### config.mk
export PLATFORM = sky130hd
export DESIGN_NAME = wnes_front
export DESIGN_NICKNAME = d
export VERILOG_FILES = /design/src/windowed_nearest_edge_search_unit_assert.svh /design/src/wnes_pkg.sv /design/src/wnes_front.sv
export SDC_FILE = /design/constraint.sdc
export NUM_CORES = 1
export LEC_CHECK = 0
export ABC_CLOCK_PERIOD_IN_PS = 8700
export BUFFER_PORTS_ARGS = -buffer_cell sky130_fd_sc_hd__buf_2
export CORE_ASPECT_RATIO = 0.6
export CORE_MARGIN = 2
export CORE_UTILIZATION = 50
export CTS_BUF_LIST = sky130_fd_sc_hd__clkbuf_4
export DETAILED_ROUTE_END_ITERATION = 8
export GPL_TIMING_DRIVEN = 0
export PLACE_DENSITY = 0.77
export SLEW_MARGIN = 20
export SYNTH_ARGS = -nofsm -noshare
export SYNTH_HDL_FRONTEND = slang
export SYNTH_SLANG_ARGS = --single-unit
export TNS_END_PERCENT = 10
### constraint.sdc
create_clock -name clock -period 8.7 [get_ports clock]
set_clock_uncertainty 0.05 [all_clocks]
set_input_delay 0.87 -clock clock [delete_from_list [all_inputs] [get_ports clock]]
set_output_delay 0.87 -clock clock [all_outputs]
set_load 0.02 [all_outputs]
### src/windowed_nearest_edge_search_unit_assert.svh
// Assertion helpers for the nearest edge search unit
`ifndef WINDOWED_NEAREST_EDGE_SEARCH_UNIT_ASSERT_SVH
`define WINDOWED_NEAREST_EDGE_SEARCH_UNIT_ASSERT_SVH

// same-cycle implication
`define WNES_ASSERT_IMPLY(lbl, clk, rst, ante, cons, msg) \
   lbl: assert property (@(posedge clk) disable iff (rst) (ante) |-> (cons)) \
      else $error(msg);

// next-cycle implication
`define WNES_ASSERT_NEXT(lbl, clk, rst, ante, cons, msg) \
   lbl: assert property (@(posedge clk) disable iff (rst) (ante) |=> (cons)) \
      else $error(msg);

`endif

### src/wnes_pkg.sv
package wnes_pkg;

   localparam int unsigned MAX_WIDTH  = 256;
   localparam int unsigned MAX_HEIGHT = 256;
   localparam int unsigned MAX_RADIUS = 8;
   localparam int unsigned FRAC_BITS  = 4;
   localparam int unsigned ADDR_W     = 16;
   localparam int unsigned D2_W       = 15;
   localparam int unsigned ONE_Q14    = 16384;
   localparam int unsigned RAD_MAX    = MAX_RADIUS << FRAC_BITS;

   typedef struct packed {
      logic               action;
      logic [7:0]         pixel_col;
      logic [7:0]         pixel_row;
      logic               edge_flag;
      logic signed [15:0] grad_x_in;
      logic signed [15:0] grad_y_in;
      logic [15:0]        grad_mag_in;
      logic [11:0]        query_x;
      logic [11:0]        query_y;
      logic [7:0]         search_radius;
   } req_type;

   typedef struct packed {
      logic               found;
      logic [7:0]         match_x;
      logic [7:0]         match_y;
      logic [7:0]         match_distance;
      logic signed [15:0] normal_x;
      logic signed [15:0] normal_y;
      logic [15:0]        grad_mag_out;
   } rsp_type;

   typedef struct packed {
      logic        edge_flag;
      logic [15:0] gx;
      logic [15:0] gy;
      logic [15:0] mag;
   } pixel_type;

   typedef enum logic [1:0] {
      CMD_WRITE,
      CMD_QUERY,
      CMD_MISS
   } cmd_kind_type;

   typedef struct packed {
      cmd_kind_type      kind;
      logic [ADDR_W-1:0] addr;
      pixel_type         pix;
      logic [11:0]       qx;
      logic [11:0]       qy;
      logic [7:0]        x0;
      logic [7:0]        x1;
      logic [7:0]        y0;
      logic [7:0]        y1;
      logic [D2_W-1:0]   rad2;
   } cmd_type;

   typedef struct packed {
      logic clearing;
   } back_status_type;

   typedef enum logic {
      CSR_IMAGE_WIDTH  = 1'b0,
      CSR_IMAGE_HEIGHT = 1'b1
   } csr_index_type;

   typedef enum logic [3:0] {
      ST_CLEAR,
      ST_IDLE,
      ST_SCAN,
      ST_FETCH,
      ST_SQRT,
      ST_ROUND,
      ST_GRAD,
      ST_NORM,
      ST_PACK,
      ST_DONE
   } back_state_type;

endpackage

### src/wnes_front.sv
module wnes_front
   import wnes_pkg::*;
(
   input  logic            clock,
   input  logic            reset,
   input  logic            req_push,
   output logic            req_full,
   input  req_type         req_data,
   input  logic [8:0]      cfg_width,
   input  logic [8:0]      cfg_height,
   input  back_status_type back_status,
   output logic            cmd_valid,
   output cmd_type         cmd,
   input  logic            cmd_pop
);

   cmd_type    cmd_q_ff [2];
   logic       wptr_ff, wptr_in, rptr_ff, rptr_in;
   logic [1:0] count_ff, count_in;

   logic [8:0]  wc, hc, cx, cy, x0, y0;
   logic [9:0]  x1, y1;
   logic [7:0]  rad;
   logic [8:0]  rsum;
   logic [4:0]  r;
   logic [12:0] cxs, cys;
   logic [15:0] rad_sq;
   logic        in_image;
   logic        push_ok, pop_ok;
   cmd_type     new_cmd;

   always_comb begin
      wc  = (cfg_width > 9'(MAX_WIDTH)) ? 9'(MAX_WIDTH) : cfg_width;
      hc  = (cfg_height > 9'(MAX_HEIGHT)) ? 9'(MAX_HEIGHT) : cfg_height;
      rad = (req_data.search_radius > 8'(RAD_MAX)) ? 8'(RAD_MAX) : req_data.search_radius;
      in_image = ({1'b0, req_data.query_x} < {wc, {FRAC_BITS{1'b0}}})
              && ({1'b0, req_data.query_y} < {hc, {FRAC_BITS{1'b0}}});
      rsum = {1'b0, rad} + 9'((1 << FRAC_BITS) - 1);
      r    = (rsum[8:FRAC_BITS] == 5'd0) ? 5'd1 : 5'(rsum[8:FRAC_BITS]);
      cxs  = {1'b0, req_data.query_x} + 13'(1 << (FRAC_BITS - 1));
      cys  = {1'b0, req_data.query_y} + 13'(1 << (FRAC_BITS - 1));
      cx   = cxs[12:FRAC_BITS];
      cy   = cys[12:FRAC_BITS];
      x0   = (cx >= 9'(r)) ? cx - 9'(r) : 9'd0;
      y0   = (cy >= 9'(r)) ? cy - 9'(r) : 9'd0;
      x1   = {1'b0, cx} + 10'(r);
      y1   = {1'b0, cy} + 10'(r);
      if (x1 > {1'b0, wc} - 10'd1) begin
         x1 = {1'b0, wc} - 10'd1;
      end
      if (y1 > {1'b0, hc} - 10'd1) begin
         y1 = {1'b0, hc} - 10'd1;
      end
      rad_sq = rad * rad;

      new_cmd.addr = {req_data.pixel_row, req_data.pixel_col};
      new_cmd.pix.edge_flag = req_data.edge_flag;
      new_cmd.pix.gx  = req_data.grad_x_in;
      new_cmd.pix.gy  = req_data.grad_y_in;
      new_cmd.pix.mag = req_data.grad_mag_in;
      new_cmd.qx   = req_data.query_x;
      new_cmd.qy   = req_data.query_y;
      new_cmd.x0   = x0[7:0];
      new_cmd.x1   = x1[7:0];
      new_cmd.y0   = y0[7:0];
      new_cmd.y1   = y1[7:0];
      new_cmd.rad2 = rad_sq[D2_W-1:0];
      if (!req_data.action) begin
         new_cmd.kind = CMD_WRITE;
      end else if (in_image) begin
         new_cmd.kind = CMD_QUERY;
      end else begin
         new_cmd.kind = CMD_MISS;
      end
   end

   assign req_full  = (count_ff == 2'd2) || back_status.clearing;
   assign push_ok   = req_push && !req_full;
   assign cmd_valid = (count_ff != 2'd0);
   assign pop_ok    = cmd_pop && cmd_valid;
   assign cmd       = cmd_q_ff[rptr_ff];

   always_comb begin
      wptr_in  = wptr_ff ^ push_ok;
      rptr_in  = rptr_ff ^ pop_ok;
      count_in = count_ff + 2'(push_ok) - 2'(pop_ok);
   end

   always_ff @(posedge clock) begin
      if (reset) begin
         wptr_ff  <= 1'b0;
         rptr_ff  <= 1'b0;
         count_ff <= 2'd0;
      end else begin
         wptr_ff  <= wptr_in;
         rptr_ff  <= rptr_in;
         count_ff <= count_in;
      end
   end

   always_ff @(posedge clock) begin
      if (push_ok) begin
         cmd_q_ff[wptr_ff] <= new_cmd;
      end
   end

endmodule

## After elaboration in Yosys (flattened, before gate mapping)

Memory sizes are Yosys's and may differ from the RTL's. A register that Yosys moved wholly into a read port is not among the register bits.
Cells that the tools add are included.

| storage, ports and cells | value |
|---|---|
| memories | 1 |
| register bits | 4 |
| input bits | 121 |
| output and inout bits | 140 |
| logic and storage cells | 48 |
| memory bits (writable) | 276 |

Memory list:

| name | words | bits a word | rd ports | clocked after Yosys merged registers in | wr ports | RTL line | text |
|---|---|---|---|---|---|---|---|
| cmd_q_ff | 2 | 138 | 1 | 1 | 1 | wnes_front.sv:17 | `cmd_type cmd_q_ff [2];` |

| cells by class | value |
|---|---|
| multipliers | 1 |
| reduce and logical (&&, ||, !) cells | 7 |
| equal/unequal tests | 1 |
| add/subtract/negate cells | 11 |
| bitwise logic cells | 2 |
| multiplexer cells | 13 |
| $lt $le $gt $ge | 9 |

Operators with widths:

| cell | count |
|---|---|
| 8-bit two-way mux | 5 |
| 12-bit by 4-bit adder with 13-bit output (second input constant) | 2 |
| 12-bit by 13-bit < comparator with 1-bit output | 2 |
| 9-bit by 5-bit adder with 10-bit output | 2 |
| 10-bit greater-than comparator | 2 |
| 9-bit by 1-bit subtractor with 10-bit output (second input constant) | 2 |
| 9-bit by 5-bit >= comparator with 1-bit output | 2 |
| 9-bit greater-than comparator (second input constant) | 2 |
| 9-bit two-way mux | 2 |
| 8-bit by 5-bit subtractor with 8-bit output | 2 |
| 8-bit by 8-bit multiplier with 15-bit output | 1 |
| 8-bit by 4-bit adder with 9-bit output (second input constant) | 1 |
| 8-bit greater-than comparator (second input constant) | 1 |
| 5-bit logical NOT | 1 |
| 5-bit two-way mux | 1 |
| 2-bit two-way mux | 2 |
| 1-bit logical AND | 3 |
| 1-bit two-way mux | 3 |
| 2-bit by 1-bit adder with 2-bit output | 1 |
| 2-bit equality test (second input constant) | 1 |
| 2-bit nonzero test | 1 |
| 2-bit by 1-bit subtractor with 2-bit output | 1 |
| 1-bit XOR | 2 |
| 1-bit logical NOT | 1 |
| 1-bit logical OR | 1 |

## Logic depth before layout (Yosys ltp)

| depth | value |
|---|---|
| depth in word-level cells | 8 |
| gate-level depth with buffers | 19 |
| gate-level depth less buffers | 18 |

## Worst setup path before layout

OpenSTA, ideal clock, no wires.

| timing | value |
|---|---|
| path type | input port to flip-flop |
| start | input port req_data[7] in the netlist's numbering |
| end | memory cmd_q_ff[0][13] in the netlist's numbering (data pin) |
| path buffers | 1 |
| arrival | 4.718 ns |
| required time | 8.380 ns |
| path slack | 3.662 ns |
| setup time | 0.270 ns |
| stages | 14 |
| path through | clkbuf_1 -> nor2b_1 -> nand2_1 -> fa_1 -> inv_1 -> fa_1 -> fa_1 -> fa_1 -> ha_1 -> nor4_2 -> a21boi_0 -> a2111oi_0 -> nor3_1 -> xor2_1 |

RTL lines:

| what | RTL line | text |
|---|---|---|
| start, declared | wnes_front.sv:8 | `input req_type req_data,` |
| end, declared | wnes_front.sv:17 |  |

==> results.sh <==
export IMPL_status="complete, no violations"
export IMPL_viasPerCell=5.27
export IMPL_crit_chain="buf_2 > clkbuf_1 > nor2b_1 > nand2_1 > fa_1 > inv_1 > fa_1 > fa_1 > fa_1 > ha_1 > nor4_2 > a21boi_0 > a2111oi_0 > nor3_1 > xor2_1"
export IMPL_wl_met2_um=14800
export IMPL_dp_hpwl_um=25100
export IMPL_finalCritPeriodShare_pct=60.7
export IMPL_dpl_instance_area_um2=16500
export IMPL_ctsLongestPathBuffers=3
export IMPL_setup_tns_ns=0
export IMPL_grt_pass1_vias=9308
export IMPL_grt_remaining_overflow=0
export IMPL_maxSlewHeadroom_pct=38.3
export IMPL_areaGrowthSynthToFinish_pct=19.3
export IMPL_synthCells=1035
export IMPL_tightest_slew_ns=0.925
export IMPL_drtPass1Iterations=4
export IMPL_setup_slack_ns=3.42
export IMPL_nNetsFinal=1622
export IMPL_stdcell_area_um2=17400
export IMPL_cts_root_buf="clkbuf_4"
export IMPL_postSynthAreaPerCell_um2=14.1
export IMPL_yosys_cell_types_count=65
export IMPL_rows=48
export IMPL_wl_met1_um=15500
export IMPL_crit_buf_inv=3
export IMPL_core_area_um2=28700
export IMPL_grt_max_degree=50
export IMPL_r2r_start="count_ff[0]"
export IMPL_routed_top_layer="met4"
export IMPL_fmax_mhz=189
export IMPL_die_w_um=224
export IMPL_pin_count=261
export IMPL_cts_sinks=278
export IMPL_clock_latency_ns=0.71
export IMPL_h_tree_depth=3
export IMPL_critPathCaptureType="register"
export IMPL_synthFlopType="edfxtp_1"
export IMPL_grt_pass1_wl_um=50400
export IMPL_setup_worst_path_start_class="input pin"
export IMPL_place_gp_congestion=0.899
export IMPL_path_class="input pin to register"
export IMPL_min_delay_start="req_data[20]"
export IMPL_dpl_cell_count=1688
export IMPL_antenna_found_initial=3
export IMPL_powerDensity_nw_per_um2=234
export IMPL_drive_gt1_share_pct=37.2
export IMPL_cp_common_cell="fa_1"
export IMPL_ys_seq_area_share_pct=57.1
export IMPL_startpoint="req_data[7]"
export IMPL_rsz0062_at_grt="no"
export IMPL_ir_worst_vdd_mv=0.140
export IMPL_worstRegToRegCells=7
export IMPL_crit_slowest_cell="fa_1"
export IMPL_pre_cts_ws_ns=2.76
export IMPL_cts_resized=0
export IMPL_leakage_nw=6.93
export IMPL_maxCapViolations=0
export IMPL_drt_wl_total_um=33800
export IMPL_finalHoldViolCount=0
export IMPL_path_delay_family="adder cells"
export IMPL_async_flop_share_pct=0
export IMPL_fp_dieH_um=136
export IMPL_routed_wl_met3_um=2930
export IMPL_slowest_delay_ns=0.55
export IMPL_critPathMaxFanout=10
export IMPL_crit_path_end="cmd_q_ff[0][13]"
export IMPL_min_path_type="input pin to register"
export IMPL_path_clk_slew_ns=0.07
export IMPL_setup_viol=0
export IMPL_start_util_pct=50.7
export IMPL_numPortBuffers=257
export IMPL_cp_depth=15
export IMPL_yosysWarnings=0
export IMPL_ant_nets=0
export IMPL_r2r_slack_ns=6.55
export IMPL_crit_required_ns=9.09
export IMPL_grtUsageTotal_pct=21.8
export IMPL_numCtsBuffers=69
export IMPL_cts_setup_buffers=0
export IMPL_holdBufCountCts=0
export IMPL_finalNonFillerCells=1805
export IMPL_cp_arrival_ns=5.67
export IMPL_drt_iter0_markers=603
export IMPL_timing_rr_end="cmd_q_ff[1][53]"
export IMPL_drc=0
export IMPL_wire_per_inst_um=18.7
export IMPL_num_vias=9520
export IMPL_finalCriticalPeriod_ns=5.28
export IMPL_synth_seq_cells=278
export IMPL_drv_slew=0
export IMPL_syn_area_um2=14600
export IMPL_cts_tree="yes"
export IMPL_synth_edff_count=274
export IMPL_die_area_um2=30500
[how the worst min path moves through the flow]
stage | slack, ns | endpoint | cells past startpoint
global route | 0.22 | cmd_q_ff[1][126] | 1
detailed placement | 0.48 | count_ff[1] | 2
floorplan | 0.45 | count_ff[1] | 2
finish | 0.28 | cmd_q_ff[1][59] | 1
CTS | 0.20 | cmd_q_ff[1][59] | 1
global placement | 0.46 | count_ff[1] | 2
[logic make-up (layout without fill, tap and decap cells)]
logic type                 after synthesis  in the layout  share of synthesized area (%)
AOI/OAI and AO/OA                      104            104                           5.00
DFF                                    278            278                           57.1
adders and majority gates              117            117                           11.6
other                                    2             21                         0.0516
buffers and inverters                  100            476                           2.67
and+or+nand+nor                        218            218                           7.84
muxes                                  155            155                           11.9
xor gates and xnor gates                61             61                           3.90
[layer usage]
| layer | vias to the layer above | GRT usage, % |
|---|---|---|
| li1 | 4503 | - |
| met1 | 4585 | 30.6 |
| met2 | 384 | 32.9 |
| met3 | 48 | 6.51 |
| met4 | 0 | 6.29 |
| met5 | - | 0 |
[layout make-up]
type                    instances  area [µm²]
diodes                          4        10.0
fillers                      2253       11400
flip-flops and latches        278        8310
inverters                      70         263
well taps                     375         469
clock inverters                22         124
plain buffers                  30         125
repair buffers                263        1440
clock buffers                  91         683
multi-input cells             672        5940
[worst register-to-register path: cells and delay by family, from the launching register on]
kind,cells,cell delay (ns)
adders and majority gates,1,0.34
buffers and inverters,4,0.76
and+or+nand+nor,1,0.11
DFF,1,0.36
AOI/OAI and AO/OA,1,0.17
[synthesized netlist by cell type, types with 13 or more instances]
master    count  area, µm²
nand2b_1     28        175
and2_1       15       93.8
nor3_1       13       65.1
nor2b_1      22        138
xor2_1       20        175
ha_1         88       1100
inv_1        70        263
a21oi_1      22        110
edfxtp_1    274       8230
o21ai_0      21        105
nand2_1      37        139
fa_1         29        581
nor2_1       58        218
mux2_2      143       1610
xnor2_1      38        333
clkbuf_1     22       82.6
[cells in the final DEF (no fill, tap or decap), drive strengths merged, types with 4 or more instances in the layout]
cell	synthesis	routed
a211oi	8	8
a21boi	4	4
a21o	7	7
a21oi	22	22
a31oi	5	5
and2	15	15
buf	6	269
clkbuf	24	115
clkinv	0	19
conb	2	17
dfxtp	4	4
diode	0	4
edfxtp	274	274
fa	29	29
ha	88	88
inv	70	71
mux2	143	143
mux2i	12	12
nand2	37	37
nand2b	28	28
nand3	12	12
nand4	10	10
nor2	60	60
nor2b	22	22
nor3	13	13
nor4	5	5
o21a	10	10
o21ai	23	23
o21bai	5	5
or2	4	4
xnor2	39	39
xor2	22	22
[stage by stage]
| stage | hold WS (ns) | util (%) | total power [mW] |
|---|---|---|---|
| 3_5_place_dp | 0.476 | 57.6 | 3.06 |
| 4_1_cts | 0.197 | 60.4 | 4.11 |
| 3_3_place_gp | 0.465 | 57.0 | 3.03 |
| 5_1_grt | 0.218 | 60.4 | 4.27 |
| 6_report | 0.285 | 60.5 | 4.06 |
| 2_1_floorplan | 0.449 | - | 2.63 |
[registers in the layout (all words and copies together), names as in the netlist]
signal and cells:
wptr_ff 1, rptr_ff 1, cmd_q_ff 274, count_ff 2
[power breakdown]
group / leakage, nW / total, mW / switching (mW) / internal [mW]
clock network: 0.474 / 1.03 / 0.511 / 0.517
registers: 2.55 / 1.66 / 0.0255 / 1.63
logic: 3.91 / 1.37 / 0.826 / 0.544
total: 6.93 / 4.06 / 1.36 / 2.70
Note: power is estimated with default switching activity, not from simulation.
